`src/design/pngu_fifo.sv`:
```
`timescale 1ns / 1ps
// ----------------------------------------------------------------------------
// pngu_fifo
// Short queue of classified bytes between the front and the back.
// ----------------------------------------------------------------------------
module pngu_fifo #(
  parameter int DATA_W = 32,
  parameter int DEPTH  = 4
) (
  input  logic              clk,
  input  logic              rst,
  input  logic              push_valid,
  input  logic [DATA_W-1:0] push_data,
  output logic              push_ready,
  output logic              pop_valid,
  output logic [DATA_W-1:0] pop_data,
  input  logic              pop
);
  localparam int PTR_W = (DEPTH > 1) ? $clog2(DEPTH) : 1;
  localparam int CNT_W = $clog2(DEPTH + 1);

  logic [DATA_W-1:0] entries [DEPTH];
  logic [PTR_W-1:0]  wr_ptr;
  logic [PTR_W-1:0]  rd_ptr;
  logic [CNT_W-1:0]  count;
  logic              do_push;
  logic              do_pop;

  assign push_ready = (count != CNT_W'(DEPTH));
  assign pop_valid  = (count != '0);
  assign pop_data   = entries[rd_ptr];
  assign do_push    = push_valid && push_ready;
  assign do_pop     = pop && pop_valid;

  // entry storage
  always_ff @(posedge clk) begin
    if (do_push) begin
      entries[wr_ptr] <= push_data;
    end
  end

  // pointers and fill count
  always_ff @(posedge clk) begin
    if (rst) begin
      wr_ptr <= '0;
      rd_ptr <= '0;
      count  <= '0;
    end else begin
      if (do_push) begin
        wr_ptr <= (wr_ptr == PTR_W'(DEPTH - 1)) ? '0 : wr_ptr + PTR_W'(1);
      end
      if (do_pop) begin
        rd_ptr <= (rd_ptr == PTR_W'(DEPTH - 1)) ? '0 : rd_ptr + PTR_W'(1);
      end
      if (do_push && !do_pop) begin
        count <= count + CNT_W'(1);
      end else if (do_pop && !do_push) begin
        count <= count - CNT_W'(1);
      end
    end
  end

endmodule

```
`config.mk`:
```
export PLATFORM = sky130hd
export DESIGN_NAME = pngu_fifo
export DESIGN_NICKNAME = d
export VERILOG_FILES = /design/src/design/pngu_fifo.sv
export SDC_FILE = /design/constraint.sdc
export NUM_CORES = 1
export LEC_CHECK = 0
export BUFFER_PORTS_ARGS = -buffer_cell sky130_fd_sc_hd__buf_4
export CAP_MARGIN = 10
export CORE_ASPECT_RATIO = 1.1
export CORE_UTILIZATION = 42
export CTS_CLUSTER_DIAMETER = 40
export CTS_CLUSTER_SIZE = 30
export DETAILED_ROUTE_END_ITERATION = 12
export GPL_TIMING_DRIVEN = 0
export PLACE_DENSITY = 0.72
export SYNTH_ARGS = -nofsm -noshare
export SYNTH_HDL_FRONTEND = slang
export SYNTH_SLANG_ARGS = --single-unit
```
`constraint.sdc`:
```
create_clock -name clk -period 3.1 [get_ports clk]
set_input_delay 0.93 -clock clk [delete_from_list [all_inputs] [get_ports clk]]
set_output_delay 0.93 -clock clk [all_outputs]
set_load 0.05 [all_outputs]
```
==> out/results.env, run 1 <==
POSTSYNTHNETCOUNT=258
CLK_LATENCY_NS=0.40
DIE_H_UM=117
LAYOUT.CELLS.MOST_COMMON='sky130_fd_sc_hd__edfxtp_1'
CTSLONGESTPATHBUFFERS=2
HTREE_LEVELS=4
DRT-VIAS-PER-INSTANCE=5.04
PRE_CTS_SLACK_NS=0.365
CHIPWIDTH_UM=107
CRITICAL_PATH.STARTPOINT_TYPE='register'
TOTAL_POWER_mW=5.95
TIMING.MAX_SLEW.REL_SLACK=0.407
IO_BUFFERS=68
CLK_PIN_SLEW_WORST_PATHS_NS=0.06
TOTALWIRELENGTH_UM=8250
AREAGROWTHSYNTHTOFINISH_PCT=25.2
REGTOREGENDPOINT='count[2]$_SDFFE_PP0P_'
CRIT_REQUIRED_NS=2.17
SHARE_OF_THE_YOSYS_CHIP_AREA_BELONGING_TO_REGISTERS=0.791
VIAS=2340
LAYOUT.CORE_UTILIZATION=0.547
START_UTIL=0.437
GRT-OVFL-TOTAL=0
HOLD_VIOL_FINAL=0
RUN_STATUS='completed'
FINALWEIGHTEDCONGESTION=0.663
FINALCRITICALPERIOD_NS=2.95
CRITICAL_PATH.ENDPOINT_TYPE='output port'
PLACEABLECOREAREA_UM2=11600
SYN-MEAN-INSTANCE-AREA_UM2=23.7
POST_LAYOUT_NONFILLER_INSTANCES=464
ANTENNA_FOUND_INITIAL=0
POSTSYNTHREGISTERBITS=137
POWER.DENSITY_CELL_AREA_nW_PER_UM2=934
WORSTMARGINPINSLEW_NS=0.890
FIN_SETUP_TNS_NS=0
PATH_MAX_FANOUT=10
REG2REG_SLACK_NS=0.64
IO_PINS=70
FINAL_NETS=345
NUMPLACEDINSTANCES=433
HOLD_PATH_DEPTH=2
SYNTH.LIB_CELLS_USED.DISTINCT=27
CTS_HOLD_REPAIR.BUFFERS=0
DRIVE_GT1_FRAC=0.446
CLOCK-SKEW-FINAL_NS=0.00626
LAYOUT_COMMON_CELLS='sky130_fd_sc_hd__edfxtp_1 (128), sky130_fd_sc_hd__buf_4 (70), sky130_fd_sc_hd__mux4_2 (32)'
CRITICAL_PATH.REG2REG.STARTPOINT='count[0]$_SDFFE_PP0P_'
CTS_SETUP_BUFFERS=0
FLOORPLAN.DIE_AREA_UM2=12600
CTS_TREE='done'
REG2REG_DEPTH=7
FIN_CRIT_SH=0.951
VDD_DROP_MAX_mV=0.497
CRIT_ARRIVAL_NS=2.02
PATH_CLASS='register to output port'
HP-START='rd_ptr[0]$_SDFFE_PP0P_'
SETUP_WS_NS=0.153
TRACK_USAGE=0.145
CAP_VIOLATIONS=0
CTS_RESIZED=0
TIMING.FINAL.SETUP_VIOLATIONS=0
GRT_PASS1_VIAS=2499
DETAIL-ROUTE-ANTENNA-NETS=0
ROWS=41
POST_SYNTH_INSTANCE_AREA_UM2=5080
FIRST_PASS_GRT_WIRE_LENGTH_UM=13000
SYNTH_CELLS=215
DRT_PRE_ANTENNA_ITERS=4
POST-DP-HPWL_UM=4870
ROOT_BUFFER='sky130_fd_sc_hd__clkbuf_16'
DRC=0
CTS_BUFFERS=17
TRITONCTS_NUM_SINKS=137
LARGEST_NET_DEGREE_AT_THE_START_OF_GLOBAL_ROUTING=33
RSZ0062_AT_GRT='no'
WL_PER_CELL_UM=17.8
LAYOUT.FILLER_CELLS=885
POWER_LEAKAGE_nW=2.19
HOLD_PATH.CLASS='register to register'
YS.WARNINGS.COUNT=0
DRTITER0DRC=130
FINAL-MAX-SLEW-VIOLATION-COUNT=0
DIODES=0
MAX_FREQ_MHz=339
==> synthesized netlist by cell type (all sizes together) <==
master  number  share of area
a21oi        2         0.0020
and2         1         0.0017
and3         4         0.0059
buf          7         0.0071
clkbuf       2         0.0017
dfxtp        9          0.035
edfxtp     128           0.76
fa           1         0.0039
ha           6          0.015
inv          3         0.0022
mux2i        3         0.0059
mux4        32           0.14
nand2        1        0.00074
nand2b       2         0.0025
nand3        1        0.00098
nor2         3         0.0022
nor3         1        0.00098
o21ai        1        0.00098
o31ai        2         0.0039
or3          3         0.0042
or3b         1         0.0017
xor2         2         0.0034
==> cell families after synthesis <==
group,count (synthesis),share of synthesized area
and+or+nand+nor,17,0.0209
buffers and inverters,12,0.0111
DFF,137,0.791
xor gates and xnor gates,2,0.00345
muxes,35,0.148
AOI/OAI and AO/OA,5,0.00689
adders and majority gates,7,0.0187
==> per-stage QoR <==
step | hold slack [ns] | area, um^2
after floorplan | 0.463 | 5080
after global placement | 0.486 | 5780
after detailed placement | 0.487 | 5780
after CTS | 0.494 | 6370
after global routing | 0.522 | 6370
final | 0.489 | 6370
==> area by class of cell <==
| cell class | count | area, um^2 | share of cell area |
|---|---|---|---|
| Inverter | 3 | 11.3 | 0.00177 |
| Tap cell | 150 | 188 | 0.0295 |
| Sequential cell | 137 | 4020 | 0.632 |
| Clock inverter | 13 | 154 | 0.0242 |
| Timing Repair Buffer | 68 | 510 | 0.0802 |
| Multi-Input combinational cell | 66 | 1000 | 0.158 |
| Buffer | 9 | 45.0 | 0.00708 |
| Clock buffer | 18 | 429 | 0.0674 |
==> worst max-delay path, stage by stage, from the launching register on <==
cell	delay [ns]
sky130_fd_sc_hd__dfxtp_1	0.42
sky130_fd_sc_hd__buf_1	0.56
sky130_fd_sc_hd__mux4_2	0.42
sky130_fd_sc_hd__buf_4	0.21
==> layer usage <==
layer,part of all wire,global-route usage,wire (um),vias to the layer above
li1,-,-,-,1071
met1,0.42,0.171,3470,1195
met2,0.51,0.237,4180,67
met4,0.011,0.0565,88,0
met5,0,0,0,-
met3,0.060,0.0584,498,7
==> report_power, final <==
group	internal, mW	total (mW)	switching, mW
logic	0.600	1.67	1.07
registers	2.25	2.32	0.0671
clock network	1.25	1.96	0.704
total	4.10	5.95	1.84
==> sequential cells by signal (all words and copies together), names as in the netlist, named ones only <==
register / count
entries: 128
wr_ptr: 2
rd_ptr: 2
count: 3
==> how the worst max path moves through the flow <==
stage,start,endpoint,slack [ns],depth (start not counted)
after floorplan,pop,count[2]$_SDFFE_PP0P_,0.63,7
after global routing,register,pop_data[16],0.05,4
after global placement,pop,count[2]$_SDFFE_PP0P_,0.43,8
after CTS,register,pop_data[30],0.11,3
final,register,pop_data[30],0.15,3
after detailed placement,pop,count[2]$_SDFFE_PP0P_,0.37,8
Note: power is estimated with default switching activity, not from simulation.
==> run 2: changes to the inputs <==
--- a/config.mk
+++ b/config.mk
@@ -12,7 +12,6 @@
 export CTS_CLUSTER_DIAMETER = 40
 export CTS_CLUSTER_SIZE = 30
 export DETAILED_ROUTE_END_ITERATION = 12
-export GPL_TIMING_DRIVEN = 0
 export PLACE_DENSITY = 0.72
 export SYNTH_ARGS = -nofsm -noshare
 export SYNTH_HDL_FRONTEND = slang
==> constraint.sdc (replaced) <==
create_clock -name clk -period 3.1 [get_ports clk]
set_input_delay 0.465 -clock clk [delete_from_list [all_inputs] [get_ports clk]]
set_output_delay 0.465 -clock clk [all_outputs]
set_load 0.05 [all_outputs]
==> out/results.env, run 2 (same netlist as run 1, synthesis figures left out) <==
RUN_STATUS='completed'
RSZ0062_AT_GRT='no'
CRIT_ARRIVAL_NS=2.07  # +0.05 ns
PATH_MAX_FANOUT=21  # +11
LAYOUT_COMMON_CELLS='sky130_fd_sc_hd__edfxtp_1 (128), sky130_fd_sc_hd__buf_4 (69), sky130_fd_sc_hd__mux4_2 (32)'
CAP_VIOLATIONS=0  # unchanged
CTS_SETUP_BUFFERS=0  # unchanged
TIMING.CRITICAL_PATH.CELLS='buf_12 -> mux4_2 -> buf_4'
POWER.DENSITY_CELL_AREA_nW_PER_UM2=929  # -0.52%
FIRST_PASS_GRT_WIRE_LENGTH_UM=13200  # +2.1%
FLOORPLAN.DIE_AREA_UM2=12600  # unchanged
FIN_SETUP_TNS_NS=0  # unchanged
POST_LAYOUT_NONFILLER_INSTANCES=458  # -1.3%
DETAIL-ROUTE-ANTENNA-NETS=0  # unchanged
LAYOUT.FILLER_CELLS=902  # +1.9%
CPPEAKSTAGEDELAY_NS=0.62  # +0.06 ns
NUMPLACEDINSTANCES=426  # -1.6%
TOTAL_POWER_mW=5.88  # -1.2%
HOLD_PATH_DEPTH=1  # -1
FINALINSTANCEAREA_UM2=6320  # -0.65%
FINALWEIGHTEDCONGESTION=0.688  # +3.8%
VDD_DROP_MAX_mV=0.453  # -8.8%
CTS_BUFFERS=17  # unchanged
ANTENNA_FOUND_INITIAL=0  # unchanged
TIMING.FINAL.SETUP_VIOLATIONS=0  # unchanged
CLK_PIN_SLEW_WORST_PATHS_NS=0.06  # about the same
DPL-INSTANCE-AREA_UM2=5770  # -0.26%
HP-START='push_data[30]'
GRT-OVFL-TOTAL=0  # unchanged
IO_BUFFERS=69  # +1.5%
CRIT_REQUIRED_NS=2.63  # +0.46 ns
ROWS=41  # unchanged
POWER_FRAC_SEQ=0.404  # +0.014
PLACEABLECOREAREA_UM2=11600  # unchanged
TRITONCTS_NUM_SINKS=137  # unchanged
LARGEST_NET_DEGREE_AT_THE_START_OF_GLOBAL_ROUTING=33  # unchanged
ROOT_BUFFER='sky130_fd_sc_hd__clkbuf_16'
DIODES=0  # unchanged
WL_PER_CELL_UM=18.0  # +1.3%
LAYOUT.CELLS.MOST_COMMON='sky130_fd_sc_hd__edfxtp_1'
WORSTMARGINPINSLEW_NS=0.902  # +0.0118 ns
HTREE_LEVELS=4  # unchanged
CP_TOP_FAMILY='flip-flops'
IO_PINS=70  # unchanged
CHIPWIDTH_UM=107  # unchanged
CRITICAL_PATH.REG2REG.STARTPOINT='count[0]$_SDFFE_PP0P_'
HOLD_VIOL_FINAL=0  # unchanged
CRITICAL-PATH-SLOWEST-CELL='sky130_fd_sc_hd__dfxtp_2'
PRE_CTS_SLACK_NS=0.661  # +0.296 ns
DIE_H_UM=117  # unchanged
REGTOREGENDPOINT='count[2]$_SDFFE_PP0P_'
DRT-VIAS-PER-INSTANCE=5.01  # -0.64%
INTPOWER_mW=4.07  # -0.79%
CTSLONGESTPATHBUFFERS=2  # unchanged
AREAGROWTHSYNTHTOFINISH_PCT=24.4
GRT_PASS1_VIAS=2571  # +2.9%
CTS_TREE='done'
CTS_RESIZED=0  # unchanged
DRC=0  # unchanged
TOTALWIRELENGTH_UM=8240  # about the same
WORST-PATH-BUF-INV=2  # unchanged
FINAL_NETS=338  # -2.0%
CRITICAL_PATH.ENDPOINT_TYPE='output port'
POWER_FRAC_COMB=0.276  # -0.005
POWER_LEAKAGE_nW=2.18  # -0.67%
CTS_HOLD_REPAIR.BUFFERS=0  # unchanged
DRTITER0DRC=126  # -3.1%
REG2REG_SLACK_NS=0.63  # about the same
FINALCRITICALPERIOD_NS=2.54  # -0.411 ns
LARGEST_REGISTER='entries'
DRIVE_GT1_FRAC=0.438  # -0.00755
CRITICAL_PATH.STARTPOINT_TYPE='register'
SWSHARE=0.308  # -0.00264
VIAS=2295  # -1.9%
FIN_CRIT_SH=0.818  # -0.133
REG.LARGEST.LIST='entries x128, count x3'
HOLD_PATH_END='entries[3][30]$_DFFE_PP_'
SETUP_WS_NS=0.565  # +0.411 ns
HOLD_PATH.CLASS='primary input to register'
TIMING.MAX_SLEW.REL_SLACK=0.399  # -0.00787
PATH_CLASS='register to output port'
DRT_PRE_ANTENNA_ITERS=4  # unchanged
FINAL-MAX-SLEW-VIOLATION-COUNT=0  # unchanged
LARGEST_REG_FLOPS=128  # unchanged
CLOCKPOWERSHARE=0.320  # -0.009
REG2REG_DEPTH=7  # unchanged
CLOCK-SKEW-FINAL_NS=0.00659  # +0.000331 ns
POWER.SWITCHING_mW=1.81  # -2.0%
POST-DP-HPWL_UM=4650  # -4.6%
CLK_LATENCY_NS=0.40  # about the same
TRACK_USAGE=0.147  # +0.00221
START_UTIL=0.437  # unchanged
MAX_FREQ_MHz=394  # +16%
-- run 2: per-stage QoR --
stage / utilization / hold WS [ns]
floorplan: - / 0.463
global placement: 0.495 / 0.483
detailed placement: 0.495 / 0.488
CTS: 0.543 / 0.240
global route: 0.543 / 0.239
finish: 0.543 / 0.263
-- run 2: how the worst max path moves through the flow --
stage | start | to | cells past startpoint
final | register | pop_data[25] | 3
after detailed placement | count[0]$_SDFFE_PP0P_ | count[2]$_SDFFE_PP0P_ | 7
after global routing | register | pop_data[25] | 3
after floorplan | count[0]$_SDFFE_PP0P_ | count[2]$_SDFFE_PP0P_ | 9
after global placement | count[0]$_SDFFE_PP0P_ | count[2]$_SDFFE_PP0P_ | 7
after CTS | register | pop_data[25] | 3
-- run 2: area by class of cell --
class | count | area [um^2] | area share
sequential | 137 | 4030 | 0.637
multi-input combinational | 66 | 1000 | 0.159
timing repair buffer | 70 | 538 | 0.0851
clock buffer | 26 | 479 | 0.0758
tap | 150 | 188 | 0.0297
clock inverter | 6 | 77.6 | 0.0123
inverter | 3 | 11.3 | 0.00178
-- run 2: routing by layer --
metal | vias to the layer above | track usage | wire length, um
met4 | 0 | 0.0591 | 89
li1 | 1063 | - | -
met2 | 62 | 0.239 | 4190
met3 | 10 | 0.0489 | 392
met5 | - | 0 | 0
met1 | 1160 | 0.181 | 3580
-- run 2: power groups by stage --
| stage | clock network [mW] | logic [mW] | registers, mW |
|---|---|---|---|
| 2_1_floorplan | 0 | 1.24 | 2.33 |
| 3_3_place_gp | 0 | 1.63 | 2.40 |
| 3_5_place_dp | 0 | 1.64 | 2.42 |
| 4_1_cts | 1.92 | 1.65 | 2.38 |
| 5_1_grt | 2.00 | 1.71 | 2.41 |
| 6_report | 1.88 | 1.62 | 2.37 |
