<file path="src/design/pngu_pkg.sv">
`timescale 1ns / 1ps
// ----------------------------------------------------------------------------
// pngu_pkg
// Shared types and codes for the PNG scanline unfilter to BGRA unit.
// ----------------------------------------------------------------------------
package pngu_pkg;

  // configuration port widths
  localparam int CFG_IDX_W  = 1;
  localparam int CFG_DATA_W = 13;

  // configuration register indexes
  typedef enum logic [CFG_IDX_W-1:0] {
    CFG_IMAGE_WIDTH = 1'd0,
    CFG_COLOR_MODE  = 1'd1
  } cfg_reg_t;

  // color modes, code + 1 is the bytes per pixel
  typedef enum logic [1:0] {
    MODE_GRAY       = 2'd0,
    MODE_GRAY_ALPHA = 2'd1,
    MODE_RGB        = 2'd2,
    MODE_RGBA       = 2'd3
  } color_mode_t;

  // row filter types
  typedef enum logic [2:0] {
    FLT_NONE  = 3'd0,
    FLT_SUB   = 3'd1,
    FLT_UP    = 3'd2,
    FLT_AVG   = 3'd3,
    FLT_PAETH = 3'd4
  } filter_t;

  localparam logic [7:0] OPAQUE_ALPHA = 8'd255;

  // one classified byte as it travels from front to back
  typedef struct packed {
    logic        is_filter;
    logic [7:0]  data;
    logic [1:0]  lane;
    filter_t     filter;
    logic        first_row;
    color_mode_t mode;
    logic        last_byte;
    logic        end_of_row;
  } op_t;

endpackage

</file>
<file path="src/design/pngu_if.sv">
`timescale 1ns / 1ps
// ----------------------------------------------------------------------------
// pngu interfaces
// Byte input, pixel output and configuration write channels.
// ----------------------------------------------------------------------------
interface pngu_byte_if;
  logic       valid;
  logic       ready;
  logic [7:0] data_byte;
  logic       first_of_image;

  modport source(output valid, data_byte, first_of_image, input ready);
  modport sink(input valid, data_byte, first_of_image, output ready);
endinterface


interface pngu_cfg_if;
  logic                           valid;
  logic                           ready;
  logic [pngu_pkg::CFG_IDX_W-1:0] index;
  logic [pngu_pkg::CFG_DATA_W-1:0] data;

  modport source(output valid, index, data, input ready);
  modport sink(input valid, index, data, output ready);
endinterface

</file>
<file path="src/design/pngu_front.sv">
`timescale 1ns / 1ps
// ----------------------------------------------------------------------------
// pngu_front
// Holds the configuration registers, tracks row and pixel position and tags
// each accepted byte as a filter byte or a data byte with its store slot.
// ----------------------------------------------------------------------------
module pngu_front #(
  parameter int MAX_WIDTH = 4096,
  parameter int COL_W     = 12
) (
  input  logic                clk,
  input  logic                rst,
  pngu_byte_if.sink           byte_in,
  pngu_cfg_if.sink            cfg,
  output logic                push_valid,
  output pngu_pkg::op_t       push_op,
  output logic [COL_W-1:0]    push_col,
  input  logic                push_ready
);
  import pngu_pkg::*;

  logic [CFG_DATA_W-1:0] image_width;
  color_mode_t           color_mode;
  logic                  awaiting_filter_byte;
  logic                  on_first_row;
  filter_t               row_filter;
  logic [COL_W-1:0]      pixel_column;
  logic [1:0]            byte_in_pixel;

  logic                  awaiting_filter_byte_next;
  logic                  on_first_row_next;
  filter_t               row_filter_next;
  logic [COL_W-1:0]      pixel_column_next;
  logic [1:0]            byte_in_pixel_next;

  logic                  accept;
  logic                  take_filter;
  logic                  first_row_now;
  logic [16:0]           width_ext;
  logic [16:0]           eff_width;
  logic [16:0]           col_inc;
  logic                  pixel_done;
  logic                  row_done;
  filter_t               code;

  assign byte_in.ready = push_ready;
  assign push_valid    = byte_in.valid;
  assign accept        = byte_in.valid && push_ready;
  assign cfg.ready     = 1'b1;

  // configuration registers
  always_ff @(posedge clk) begin
    if (rst) begin
      image_width <= CFG_DATA_W'(1);
      color_mode  <= MODE_RGBA;
    end else if (cfg.valid) begin
      case (cfg.index)
        CFG_IMAGE_WIDTH: image_width <= cfg.data;
        CFG_COLOR_MODE:  color_mode  <= color_mode_t'(cfg.data[1:0]);
        default: ;
      endcase
    end
  end

  // classify the incoming byte
  always_comb begin
    take_filter   = byte_in.first_of_image || awaiting_filter_byte;
    first_row_now = byte_in.first_of_image || on_first_row;
    width_ext     = 17'(image_width);
    if (width_ext == 17'd0) begin
      eff_width = 17'd1;
    end else if (width_ext > 17'(MAX_WIDTH)) begin
      eff_width = 17'(MAX_WIDTH);
    end else begin
      eff_width = width_ext;
    end
    col_inc    = 17'(pixel_column) + 17'd1;
    pixel_done = (byte_in_pixel >= 2'(color_mode));
    row_done   = pixel_done && (col_inc >= eff_width);
    if (byte_in.data_byte <= 8'(FLT_PAETH)) begin
      code = filter_t'(byte_in.data_byte[2:0]);
    end else begin
      code = FLT_NONE;
    end

    push_op.is_filter  = take_filter;
    push_op.data       = byte_in.data_byte;
    push_op.lane       = byte_in_pixel;
    push_op.filter     = row_filter;
    push_op.first_row  = first_row_now;
    push_op.mode       = color_mode;
    push_op.last_byte  = !take_filter && pixel_done;
    push_op.end_of_row = !take_filter && row_done;
    push_col           = pixel_column;
  end

  // position tracking
  always_comb begin
    awaiting_filter_byte_next = awaiting_filter_byte;
    on_first_row_next         = first_row_now;
    row_filter_next           = row_filter;
    pixel_column_next         = pixel_column;
    byte_in_pixel_next        = byte_in_pixel;
    if (take_filter) begin
      awaiting_filter_byte_next = 1'b0;
      row_filter_next           = code;
      pixel_column_next         = '0;
      byte_in_pixel_next        = '0;
    end else if (pixel_done) begin
      byte_in_pixel_next = '0;
      if (row_done) begin
        awaiting_filter_byte_next = 1'b1;
        on_first_row_next         = 1'b0;
        pixel_column_next         = '0;
      end else begin
        pixel_column_next = col_inc[COL_W-1:0];
      end
    end else begin
      byte_in_pixel_next = byte_in_pixel + 2'd1;
    end
  end

  always_ff @(posedge clk) begin
    if (rst) begin
      awaiting_filter_byte <= 1'b1;
      on_first_row         <= 1'b1;
      row_filter           <= FLT_NONE;
      pixel_column         <= '0;
      byte_in_pixel        <= '0;
    end else if (accept) begin
      awaiting_filter_byte <= awaiting_filter_byte_next;
      on_first_row         <= on_first_row_next;
      row_filter           <= row_filter_next;
      pixel_column         <= pixel_column_next;
      byte_in_pixel        <= byte_in_pixel_next;
    end
  end

endmodule

</file>
<file path="src/flat_wrapper.sv">
// flat-port wrapper written by rule: the top's interface ports become plain ports
module pngu_front_flat import pngu_pkg::*;
#(
  parameter int MAX_WIDTH = 4096,
  parameter int COL_W     = 12
)
  (clk, rst, push_valid, push_op, push_col, push_ready, byte_in_valid, byte_in_data_byte, byte_in_first_of_image, byte_in_ready, cfg_valid, cfg_index, cfg_data, cfg_ready);
  pngu_byte_if byte_in_i ();
  pngu_cfg_if cfg_i ();
  input  logic clk;
  input  logic rst;
  output logic push_valid;
  output pngu_pkg::op_t push_op;
  output logic [COL_W-1:0] push_col;
  input  logic push_ready;
  input wire logic [$bits(byte_in_i.valid)-1:0] byte_in_valid;
  input wire logic [$bits(byte_in_i.data_byte)-1:0] byte_in_data_byte;
  input wire logic [$bits(byte_in_i.first_of_image)-1:0] byte_in_first_of_image;
  output wire logic [$bits(byte_in_i.ready)-1:0] byte_in_ready;
  input wire logic [$bits(cfg_i.valid)-1:0] cfg_valid;
  input wire logic [$bits(cfg_i.index)-1:0] cfg_index;
  input wire logic [$bits(cfg_i.data)-1:0] cfg_data;
  output wire logic [$bits(cfg_i.ready)-1:0] cfg_ready;
  assign byte_in_i.valid = byte_in_valid;
  assign byte_in_i.data_byte = byte_in_data_byte;
  assign byte_in_i.first_of_image = byte_in_first_of_image;
  assign byte_in_ready = byte_in_i.ready;
  assign cfg_i.valid = cfg_valid;
  assign cfg_i.index = cfg_index;
  assign cfg_i.data = cfg_data;
  assign cfg_ready = cfg_i.ready;
  pngu_front #(.MAX_WIDTH(MAX_WIDTH), .COL_W(COL_W)) u_core (.clk(clk), .rst(rst), .byte_in(byte_in_i), .cfg(cfg_i), .push_valid(push_valid), .push_op(push_op), .push_col(push_col), .push_ready(push_ready));
endmodule
</file>
<file path="config.mk">
export PLATFORM = sky130hd
export DESIGN_NAME = pngu_front_flat
export DESIGN_NICKNAME = d
export VERILOG_FILES = /design/src/design/pngu_pkg.sv /design/src/design/pngu_if.sv /design/src/design/pngu_front.sv /design/src/flat_wrapper.sv
export SDC_FILE = /design/constraint.sdc
export NUM_CORES = 1
export LEC_CHECK = 0
export ABC_AREA = 1
export ABC_CLOCK_PERIOD_IN_PS = 2800
export BUFFER_PORTS_ARGS = -buffer_cell sky130_fd_sc_hd__buf_2
export CORE_MARGIN = 2
export CORE_UTILIZATION = 50
export DETAILED_ROUTE_END_ITERATION = 8
export HOLD_SLACK_MARGIN = 0.08
export PLACE_DENSITY = 0.77
export SYNTH_ARGS = -nofsm -noshare
export SYNTH_HDL_FRONTEND = slang
export SYNTH_SLANG_ARGS = --single-unit
export TNS_END_PERCENT = 10
</file>
<file path="constraint.sdc">
create_clock -name clk -period 2.8 [get_ports clk]
set_input_delay 0.28 -clock clk [delete_from_list [all_inputs] [get_ports clk]]
set_output_delay 0.28 -clock clk [all_outputs]
set_load 0.02 [all_outputs]
</file>
==> results.cfg, run 1 <==
[yosys]
synth_compound_area_frac = 0.112
synth-async-reset-ratio = 0
synth_top_area_cell = dfxtp_1
synth_nets = 348
synth.most_common_cell = nand2_1
synthCells = 304
synth-adder-area-share = 0.0942
avgSynthCellArea_um2 = 6.99
synth.distinct_cells = 33
synthFlopType = dfxtp_1
synth_top_family_by_area = simple AND/OR/NAND/NOR gates
syn_area_um2 = 2120
synth_top_cell_area_share = 0.320
synthMuxAreaShare = 0
synth_edf_count = 0
ys_ff_latch = 34
synthTopCellsByCount = nand2_1 (62), nor2_1 (42), dfxtp_1 (34), inv_1 (34), o21ai_0 (25)
yosysSeqAreaShare = 0.320
synth_area_leaders = dfxtp_1 (32%), nand2_1 (11%), ha_1 (9.4%)
synth_xor_xnor_area_share = 0.0365
yosysWarnings = 0
synthSimpleGateAreaFrac = 0.309

[detailed_routing]
route.detailed.drc = 0
finalWirelength_mm = 5.17
drt_iter0_drc = 109
viasPerCell = 5.17
vias = 2152
dr.pass1.iters = 4
wl_per_cell_um = 12.4
ant_nets = 0

[min_path]
worstHoldStart = cfg_data[8]
hold_end = u_core.image_width[8]
hold_path_depth = 3
holdCritPathClass = in2reg

[grt]
grt_max_degree = 21
grt-ovfl-total = 0
grt_pass1_wl_mm = 8.00
grt_pass1_vias = 1889
antenna_found_initial = 0
grt_use_total = 0.201

[timing]
fmax_ghz = 0.359
rsz0062_at_grt = yes
hold_viol = 0
timing.final.crit_share = 0.996
fin_skew_ps = 3.74
fin_crit_ps = 2790
maxSlewViolCount = 0
finalSetupViolCount = 0

[die]
num_rows = 23
coreArea_um2 = 4060
die-area_um2 = 4790
start_util = 0.524
die_h_um = 69.2
io_pins = 62
die_x_um = 69.2

[pwr]
power.leakage_nw = 1.35
irDropWorstVdd_uv = 350
p_total_w = 0.00114
p_per_area_nw_per_um2 = 420

[cts]
cts-root-buf = clkbuf_8
clk_latency_ps = 290
clock_path_buffers = 2
cts_sinks = 34
cts.clk_slew.worst_paths_ps = 70
cts_max_level = 2
cts_buffers = 5
cts_tree = done

[finish]
antenna_cells = 0
drive_above_1_share = 0.317
final_nets = 409
fin_cells = 416
syn2layout_area_growth_pct = 28.3
finalInstanceArea_um2 = 2730
fillers = 354
final_util = 0.672

[place]
place_hpwl_mm = 3.54
gp_congestion = 0.822
dpl.cell_count = 396
place_area_um2 = 2360
portBuffers = 60

[flow_run]
drv_cap = 0

[worst_setup_path]
cp.arrival_ps = 2510
r2r-start = u_core.push_col[0]
critPathKind = reg2out
worst_setup_path_start_kind = flop
ff2ff_setup_slack_ps = 230
critPathSlowestCell = dfxtp_4
critPathMaxFanout = 2
crit_chain = ha_4 > nand4_1 > nor2_1 > nand3_1 > xnor2_2 > ha_1 > buf_6 > buf_6 > nand2_1 > nor2_1 > nand3_1 > nand4_4 > nand2_2 > inv_2 > buf_6
slowest_delay_ps = 360
crit_top_cell = buf_6
critPathTopFamily = simple AND/OR/NAND/NOR gates
r2r_cells = 16
rr_endpoint = u_core.push_col[1]
cp.required_ps = 2520
timing.critical_path.buf_inv = 4
crit_path_end_kind = primary output

[run_status]
status = finished, final reports clean
-- registers in the layout (all words and copies together), names as in the netlist --
register and flops:
u_core.awaiting_filter_byte 1, u_core.byte_in_pixel 2, u_core.color_mode 2, u_core.image_width 13, u_core.on_first_row 1, u_core.push_col 12
u_core.row_filter 3
-- worst max-delay path by stage --
stage	start	to	slack, ps	cells past startpoint
2_1_floorplan	u_core.push_col[0]	push_op[0]	280	12
3_3_place_gp	u_core.push_col[0]	push_op[0]	220	13
3_5_place_dp	u_core.push_col[0]	push_op[0]	120	13
4_1_cts	u_core.push_col[1]	push_op[0]	-3	13
5_1_grt	u_core.push_col[0]	push_op[0]	-130	14
6_report	u_core.push_col[0]	push_op[0]	10	15
-- per-layer routing --
metal  track usage  up-vias  share of wire
met5             0        -              0
met4        0.0763        0          0.015
met3        0.0494        8          0.047
met2         0.329       54           0.50
met1         0.256     1004           0.44
li1              -     1086              -
-- per-stage QoR --
step           setup WS (ps)  hold slack [ps]  setup TNS, ps
4_1_cts                -2.51              196          -2.51
3_3_place_gp             217              459              0
2_1_floorplan            283              393              0
6_report                12.6              207              0
5_1_grt                 -125              216           -125
3_5_place_dp             116              461              0
-- layout by cell type, fill, tap and decap left out, drive strengths merged --
cell type,n
xor2,5
o211ai,1
dfxtp,34
clkinv,1
ha,16
nor4,3
nor2,45
nor3,7
a21o,1
o21ai,32
a21oi,11
o21bai,1
clkbuf,8
nand2,67
nand4,5
inv,36
conb,1
buf,72
nand3,17
xnor2,3
-- tightest hold or removal path, delay by kind of cell --
kind / cells / cell delay (ps)
simple gates: 2 / 110
buf+inv: 1 / 70
-- cell type report --
cell class              count  area, um^2  area share
flip-flops and latches     34         689       0.253
clock buffers               8         110      0.0404
well taps                  50        62.6      0.0229
multi-input cells         215        1320       0.485
inverters                  37         139      0.0509
repair buffers             72         404       0.148
-- power breakdown --
group / switching, W / internal (W)
Combinational: 0.000118 / 0.0000816
Sequential: 0.0000170 / 0.000501
Clock: 0.000178 / 0.000248
Total: 0.000313 / 0.000831
-- cell families (layout without fill, tap and decap cells) --
family	count (synthesis)	in the layout
flip-flops	34	34
AND/OR/NAND/NOR	143	144
AO/OA/AOI/OAI	46	46
XOR/XNOR	8	8
other	1	1
buffers and inverters	56	117
adder cells (fa/ha/maj)	16	16
-- repair_timing --
action                                  CTS  global route
hold buffers                              0             0
gates resized for setup                  10            22
gates cloned                              0             1
endpoints found under the setup margin    1             1
pin swaps                                10            16
hold endpoints to repair                  0             0
setup buffers                             7             4
(Power assumes the default switching activity.)
==> run 2, diff against run 1 <==
CORE_ASPECT_RATIO = 0.6   (was default)
==> run 2 against run 1 <==
  * Non-clock buffer count fell by 1
  * Setup slack gained 26 ps
  * Routed wire length grew 1.5%
==> results.cfg, run 2 (synthesis gave the netlist of run 1 again) <==
[run_status]
status = finished, final reports clean

[timing]
tns_ps = 0
maxSlewViolCount = 0
maxSlewHeadroom = 0.627
whs_ps = 216
rsz0062_at_grt = yes
tightestPinTransition_ps = 559
fin_crit_ps = 2760
fin_skew_ps = 6.94
finalSetupViolCount = 0
fmax_ghz = 0.362
hold_viol = 0
timing.final.crit_share = 0.986

[pwr]
clkPwrFrac = 0.351
p_sw_w = 0.000312
p_sw_frac = 0.288
p_total_w = 0.00108
power.leakage_nw = 1.32
pwr-share-seq = 0.478
irDropWorstVdd_uv = 265
p_per_area_nw_per_um2 = 408
intPower_w = 0.000771
comb_power_share = 0.171

[cts]
cts_tree = done
cts_max_level = 2
clock_path_buffers = 2
cts-root-buf = clkbuf_8
cts.clk_slew.worst_paths_ps = 70
cts_buffers = 5
cts_sinks = 34
clk_latency_ps = 280
hold_buffers = 0

[die]
num_rows = 18
die-area_um2 = 4800
start_util = 0.518
io_pins = 62
coreArea_um2 = 4100
die_x_um = 88.2
die_h_um = 54.5

[min_path]
hold_end = u_core.image_width[2]
worstHoldStart = cfg_data[2]
holdCritPathClass = in2reg
hold_path_depth = 3

[grt]
grt_max_degree = 21
grt_use_total = 0.237
grt-ovfl-total = 0
antenna_found_initial = 0
grt_pass1_wl_mm = 8.77
grt_pass1_vias = 1889

[detailed_routing]
viasPerCell = 4.99
drt_iter0_drc = 145
wl_met1_mm = 2.66
dr.pass1.iters = 5
wl_per_cell_um = 12.4
route.detailed.drc = 0
vias = 2114
finalWirelength_mm = 5.25
ant_nets = 0
wl_met3_um = 315
top_layer = met4
route.met2.wl_mm = 2.25

[worst_setup_path]
slowest_delay_ps = 360
crit_chain = buf_4 > nand2_1 > nor2_4 > xor2_1 > inv_1 > ha_1 > nand2_1 > inv_1 > nand2_1 > nand2_1 > nand2_1 > nand2_1 > nand2_1 > nand4_2 > nand2_2 > inv_2 > buf_6
crit_path_end_kind = primary output
critPathMaxFanout = 4
critPathTopFamily = simple AND/OR/NAND/NOR gates
cp.arrival_ps = 2480
r2r_cells = 18
rr_endpoint = u_core.push_col[6]
critPathKind = reg2out
worst_setup_path_start_kind = flop
crit_top_cell = nand2_1
r2r-start = u_core.push_col[0]
ff2ff_setup_slack_ps = 230
cp.required_ps = 2520
critPathSlowestCell = dfxtp_2
timing.critical_path.buf_inv = 5

[finish]
mostFrequentLayoutCells = nand2_1 (59), buf_2 (59), nor2_1 (41)
top_register = u_core.image_width
drive_above_1_share = 0.302
largest_reg_flops = 13
syn2layout_area_growth_pct = 24.8
final_nets = 407
final_util = 0.647
antenna_cells = 0
finalInstanceArea_um2 = 2650

[place]
gp_congestion = 0.898
place_hpwl_mm = 3.78
place_area_um2 = 2380
portBuffers = 60

[flow_run]
drv_cap = 0
-- run 2: how the worst max path moves through the flow --
stage | start | end | cells past startpoint
CTS | u_core.push_col[1] | push_op[0] | 14
global route | u_core.push_col[0] | push_op[0] | 14
floorplan | u_core.push_col[0] | push_op[0] | 12
global placement | u_core.push_col[0] | push_op[0] | 13
finish | u_core.push_col[0] | push_op[0] | 17
detailed placement | u_core.push_col[0] | push_op[0] | 13
-- run 2: area by class of cell --
class	instances	area, um^2
fillers	386	1450
multi-input cells	214	1270
flip-flops and latches	34	687
repair buffers	71	389
inverters	37	139
clock buffers	6	82.6
well taps	60	75.1
clock inverters	2	12.5
-- run 2: power groups by stage --
stage	Clock (W)	Sequential (W)	Combinational, W
after floorplan	0	0.000531	0.000121
after global placement	0	0.000527	0.000166
after detailed placement	0	0.000528	0.000169
after CTS	0.000386	0.000516	0.000172
after global routing	0.000415	0.000520	0.000206
final	0.000380	0.000518	0.000185
-- run 2: tightest hold or removal path: cells and delay by family --
family	cells	cell delay, ps
simple gates	2	110
buf+inv	1	70
-- run 2: timing repair --
item	in CTS	in global routing
pin swaps	7	13
gates resized for setup	11	12
gates cloned	0	0
setup buffers	6	4
setup endpoints to repair	1	1
-- run 2: per-stage QoR --
stage,setup WS [ps],instances
2_1_floorplan,283,304
3_3_place_gp,241,406
3_5_place_dp,95.1,406
4_1_cts,10.2,420
5_1_grt,-101,424
6_report,38.4,424
-- run 2: layer usage --
layer,vias up,GRT usage
met5,-,0
met4,0,0.0530
met3,5,0.0588
met2,73,0.355
met1,952,0.345
li1,1084,-
==> run 3, diff against run 2 <==
ABC_AREA = 0   (was 1)
BUFFER_PORTS_ARGS = default   (was -buffer_cell sky130_fd_sc_hd__buf_2)
DONT_BUFFER_PORTS = 1   (was default)
PLACE_DENSITY = default   (was 0.77)
==> run 3 against run 2 <==
  * The run now ends with negative setup slack left
  * Cell count decreased by 24%
  * Setup slack got worse by 140 ps
  * Synthesized area decreased by 6.7%
  * Core utilization increased by 1.1 points
  * Via count decreased by 15%
  * Sequential power decreased by 3%
  * Register-to-register slack got worse by 250 ps
  * Die area decreased by 6.3%
  * Global-route usage decreased by 1.5 points
  * Final area decreased by 7.2%
  * Critical path type unchanged
==> results.cfg, run 3 <==
[timing]
finalSetupViolCount = 2
hold_viol = 0
tightestPinTransition_ps = 818
fin_skew_ps = 9.56
rsz0062_at_grt = yes
maxSlewHeadroom = 0.454
fin_crit_ps = 2900
finalWorstSetupSlack_ps = -98.8
maxSlewViolCount = 0
timing.final.crit_share = 1.04
fmax_ghz = 0.345

[finish]
antenna_cells = 0
syn2layout_area_growth_pct = 24.2
drive_above_1_share = 0.279
final_nets = 319
mostFrequentLayoutCells = nand2_1 (59), dfxtp_1 (30), buf_4 (25)
largest_reg_flops = 13
top_register = u_core.image_width
fin_cells = 323
final_util = 0.657
final_common_cell = nand2_1

[pwr]
comb_power_share = 0.102
clkPwrFrac = 0.389
p_sw_frac = 0.264
pwr-share-seq = 0.509
intPower_w = 0.000731
p_total_w = 0.000993
p_per_area_nw_per_um2 = 404
power.leakage_nw = 1.05
p_sw_w = 0.000262
irDropWorstVdd_uv = 305

[grt]
grt_pass1_wl_mm = 7.62
grt-ovfl-total = 0
grt_max_degree = 18
grt_pass1_vias = 1615
grt_use_total = 0.222
antenna_found_initial = 0

[yosys]
synth.most_common_cell = nand2_1
avgSynthCellArea_um2 = 7.68
synthTopCellsByCount = nand2_1 (60), dfxtp_1 (34), a21oi_1 (23), o21ai_0 (18), ha_1 (16)
yosysWarnings = 0
synth_area_leaders = dfxtp_1 (34%), nand2_1 (11%), ha_1 (10%)
synth.distinct_cells = 38
synth-async-reset-ratio = 0
yosysSeqAreaShare = 0.343
ys_ff_latch = 34
syn_area_um2 = 1980
synth_top_cell_area_share = 0.343
synth_top_area_cell = dfxtp_1
synth_nets = 302
synthFlopType = dfxtp_1
synthCells = 258
synth_edf_count = 0

[cts]
clock_path_buffers = 2
cts_max_level = 2
cts_tree = done
cts-root-buf = clkbuf_8
cts_sinks = 34
cts.clk_slew.worst_paths_ps = 80
cts_buffers = 5
clk_latency_ps = 290

[worst_setup_path]
cp.arrival_ps = 2620
crit_path_end_kind = primary output
worst_setup_path_start_kind = flop
critPathTopFamily = simple AND/OR/NAND/NOR gates
critPathMaxFanout = 4
timing.critical_path.buf_inv = 1
critPathKind = reg2out
cp.required_ps = 2520
critPathSlowestCell = dfxtp_4
crit_chain = ha_4 > and3_4 > and4_4 > and4_4 > xnor2_2 > inv_1 > ha_4 > o21ai_0 > a21oi_1 > nor2_1 > a21oi_2 > and2_4
slowest_delay_ps = 380

[detailed_routing]
finalWirelength_mm = 4.89
ant_nets = 0
drt_iter0_drc = 84
wl_per_cell_um = 15.1
dr.pass1.iters = 4
vias = 1794
route.detailed.drc = 0
viasPerCell = 5.55

[place]
place_ws_ps = 45.2
dpl.cell_count = 303
gp_congestion = 0.941
portBuffers = 0
place_hpwl_mm = 3.38

[die]
die_x_um = 85.3
io_pins = 62
coreArea_um2 = 3740
die_h_um = 52.8
start_util = 0.529
num_rows = 17
die-area_um2 = 4500

[run_status]
status = finished with violations
failed_checks = negative setup slack

[min_path]
holdCritPathClass = in2reg

[flow_run]
drv_cap = 0
[run 3: final timing paths]
path | startpoint | end | slack (ps) | depth (start not counted)
worst max-delay path | u_core.push_col[1] | push_op[0] | -100 | 12
worst min-delay path | rst | u_core.color_mode[1] | 90 | 1
worst max register to register | u_core.push_col[1] | u_core.push_col[2] | -20 | 15
worst min register to register | u_core.image_width[12] | u_core.image_width[12] | 470 | 2
[run 3: cell type report]
type | count | area (um^2)
Multi-Input combinational cell | 190 | 1320
Timing Repair Buffer | 30 | 243
Clock buffer | 7 | 86.3
Clock inverter | 1 | 5.00
Inverter | 14 | 52.6
Fill cell | 318 | 1280
Tap cell | 47 | 58.8
Sequential cell | 34 | 693
[run 3: layer usage]
layer | GRT usage | part of all wire | up-vias
li1 | - | - | 897
met1 | 0.330 | 0.53 | 849
met2 | 0.307 | 0.41 | 43
met3 | 0.0614 | 0.053 | 5
met4 | 0.0635 | 0.0074 | 0
met5 | 0 | 0 | -
[run 3: timing repair]
item	CTS	global route
hold buffers	1	0
setup endpoints to repair	1	12
setup buffers	7	4
gates resized for setup	37	23
cloned	1	0
endpoints found under the hold margin	17	0
pin swaps	11	19
[run 3: kinds of logic after synthesis]
logic type,after synthesis,share of synthesized area
buffers and inverters,34,0.0941
DFF,34,0.343
adders and majority gates,16,0.101
AOI/OAI and AO/OA,54,0.158
other,1,0.00189
xor gates and xnor gates,10,0.0442
and+or+nand+nor,109,0.258
[run 3: per-stage QoR]
stage,setup TNS (ps),hold slack (ps),instance area (um^2)
after floorplan,0,400,1990
after global placement,0,353,2050
after detailed placement,0,356,2050
after CTS,-936,87.5,2310
after global routing,-1130,87.9,2460
final,-116,91.2,2460
[run 3: worst register-to-register path: cells and delay by family (launching register included)]
| family | cells | cell delay (ps) |
|---|---|---|
| XOR/XNOR | 1 | 150 |
| AND/OR/NAND/NOR | 2 | 360 |
| adder cells (fa/ha/maj) | 2 | 330 |
| AO/OA/AOI/OAI | 4 | 820 |
| buffers and inverters | 6 | 700 |
| flip-flops | 1 | 370 |
[run 3: power groups by stage]
| stage | sequential [W] | clock, W | combinational, W |
|---|---|---|---|
| after global routing | 0.000507 | 0.000422 | 0.000112 |
| final | 0.000505 | 0.000387 | 0.000101 |
| after global placement | 0.000519 | 0 | 0.0000838 |
| after detailed placement | 0.000519 | 0 | 0.0000845 |
| after floorplan | 0.000517 | 0 | 0.0000919 |
| after CTS | 0.000506 | 0.000389 | 0.0000967 |
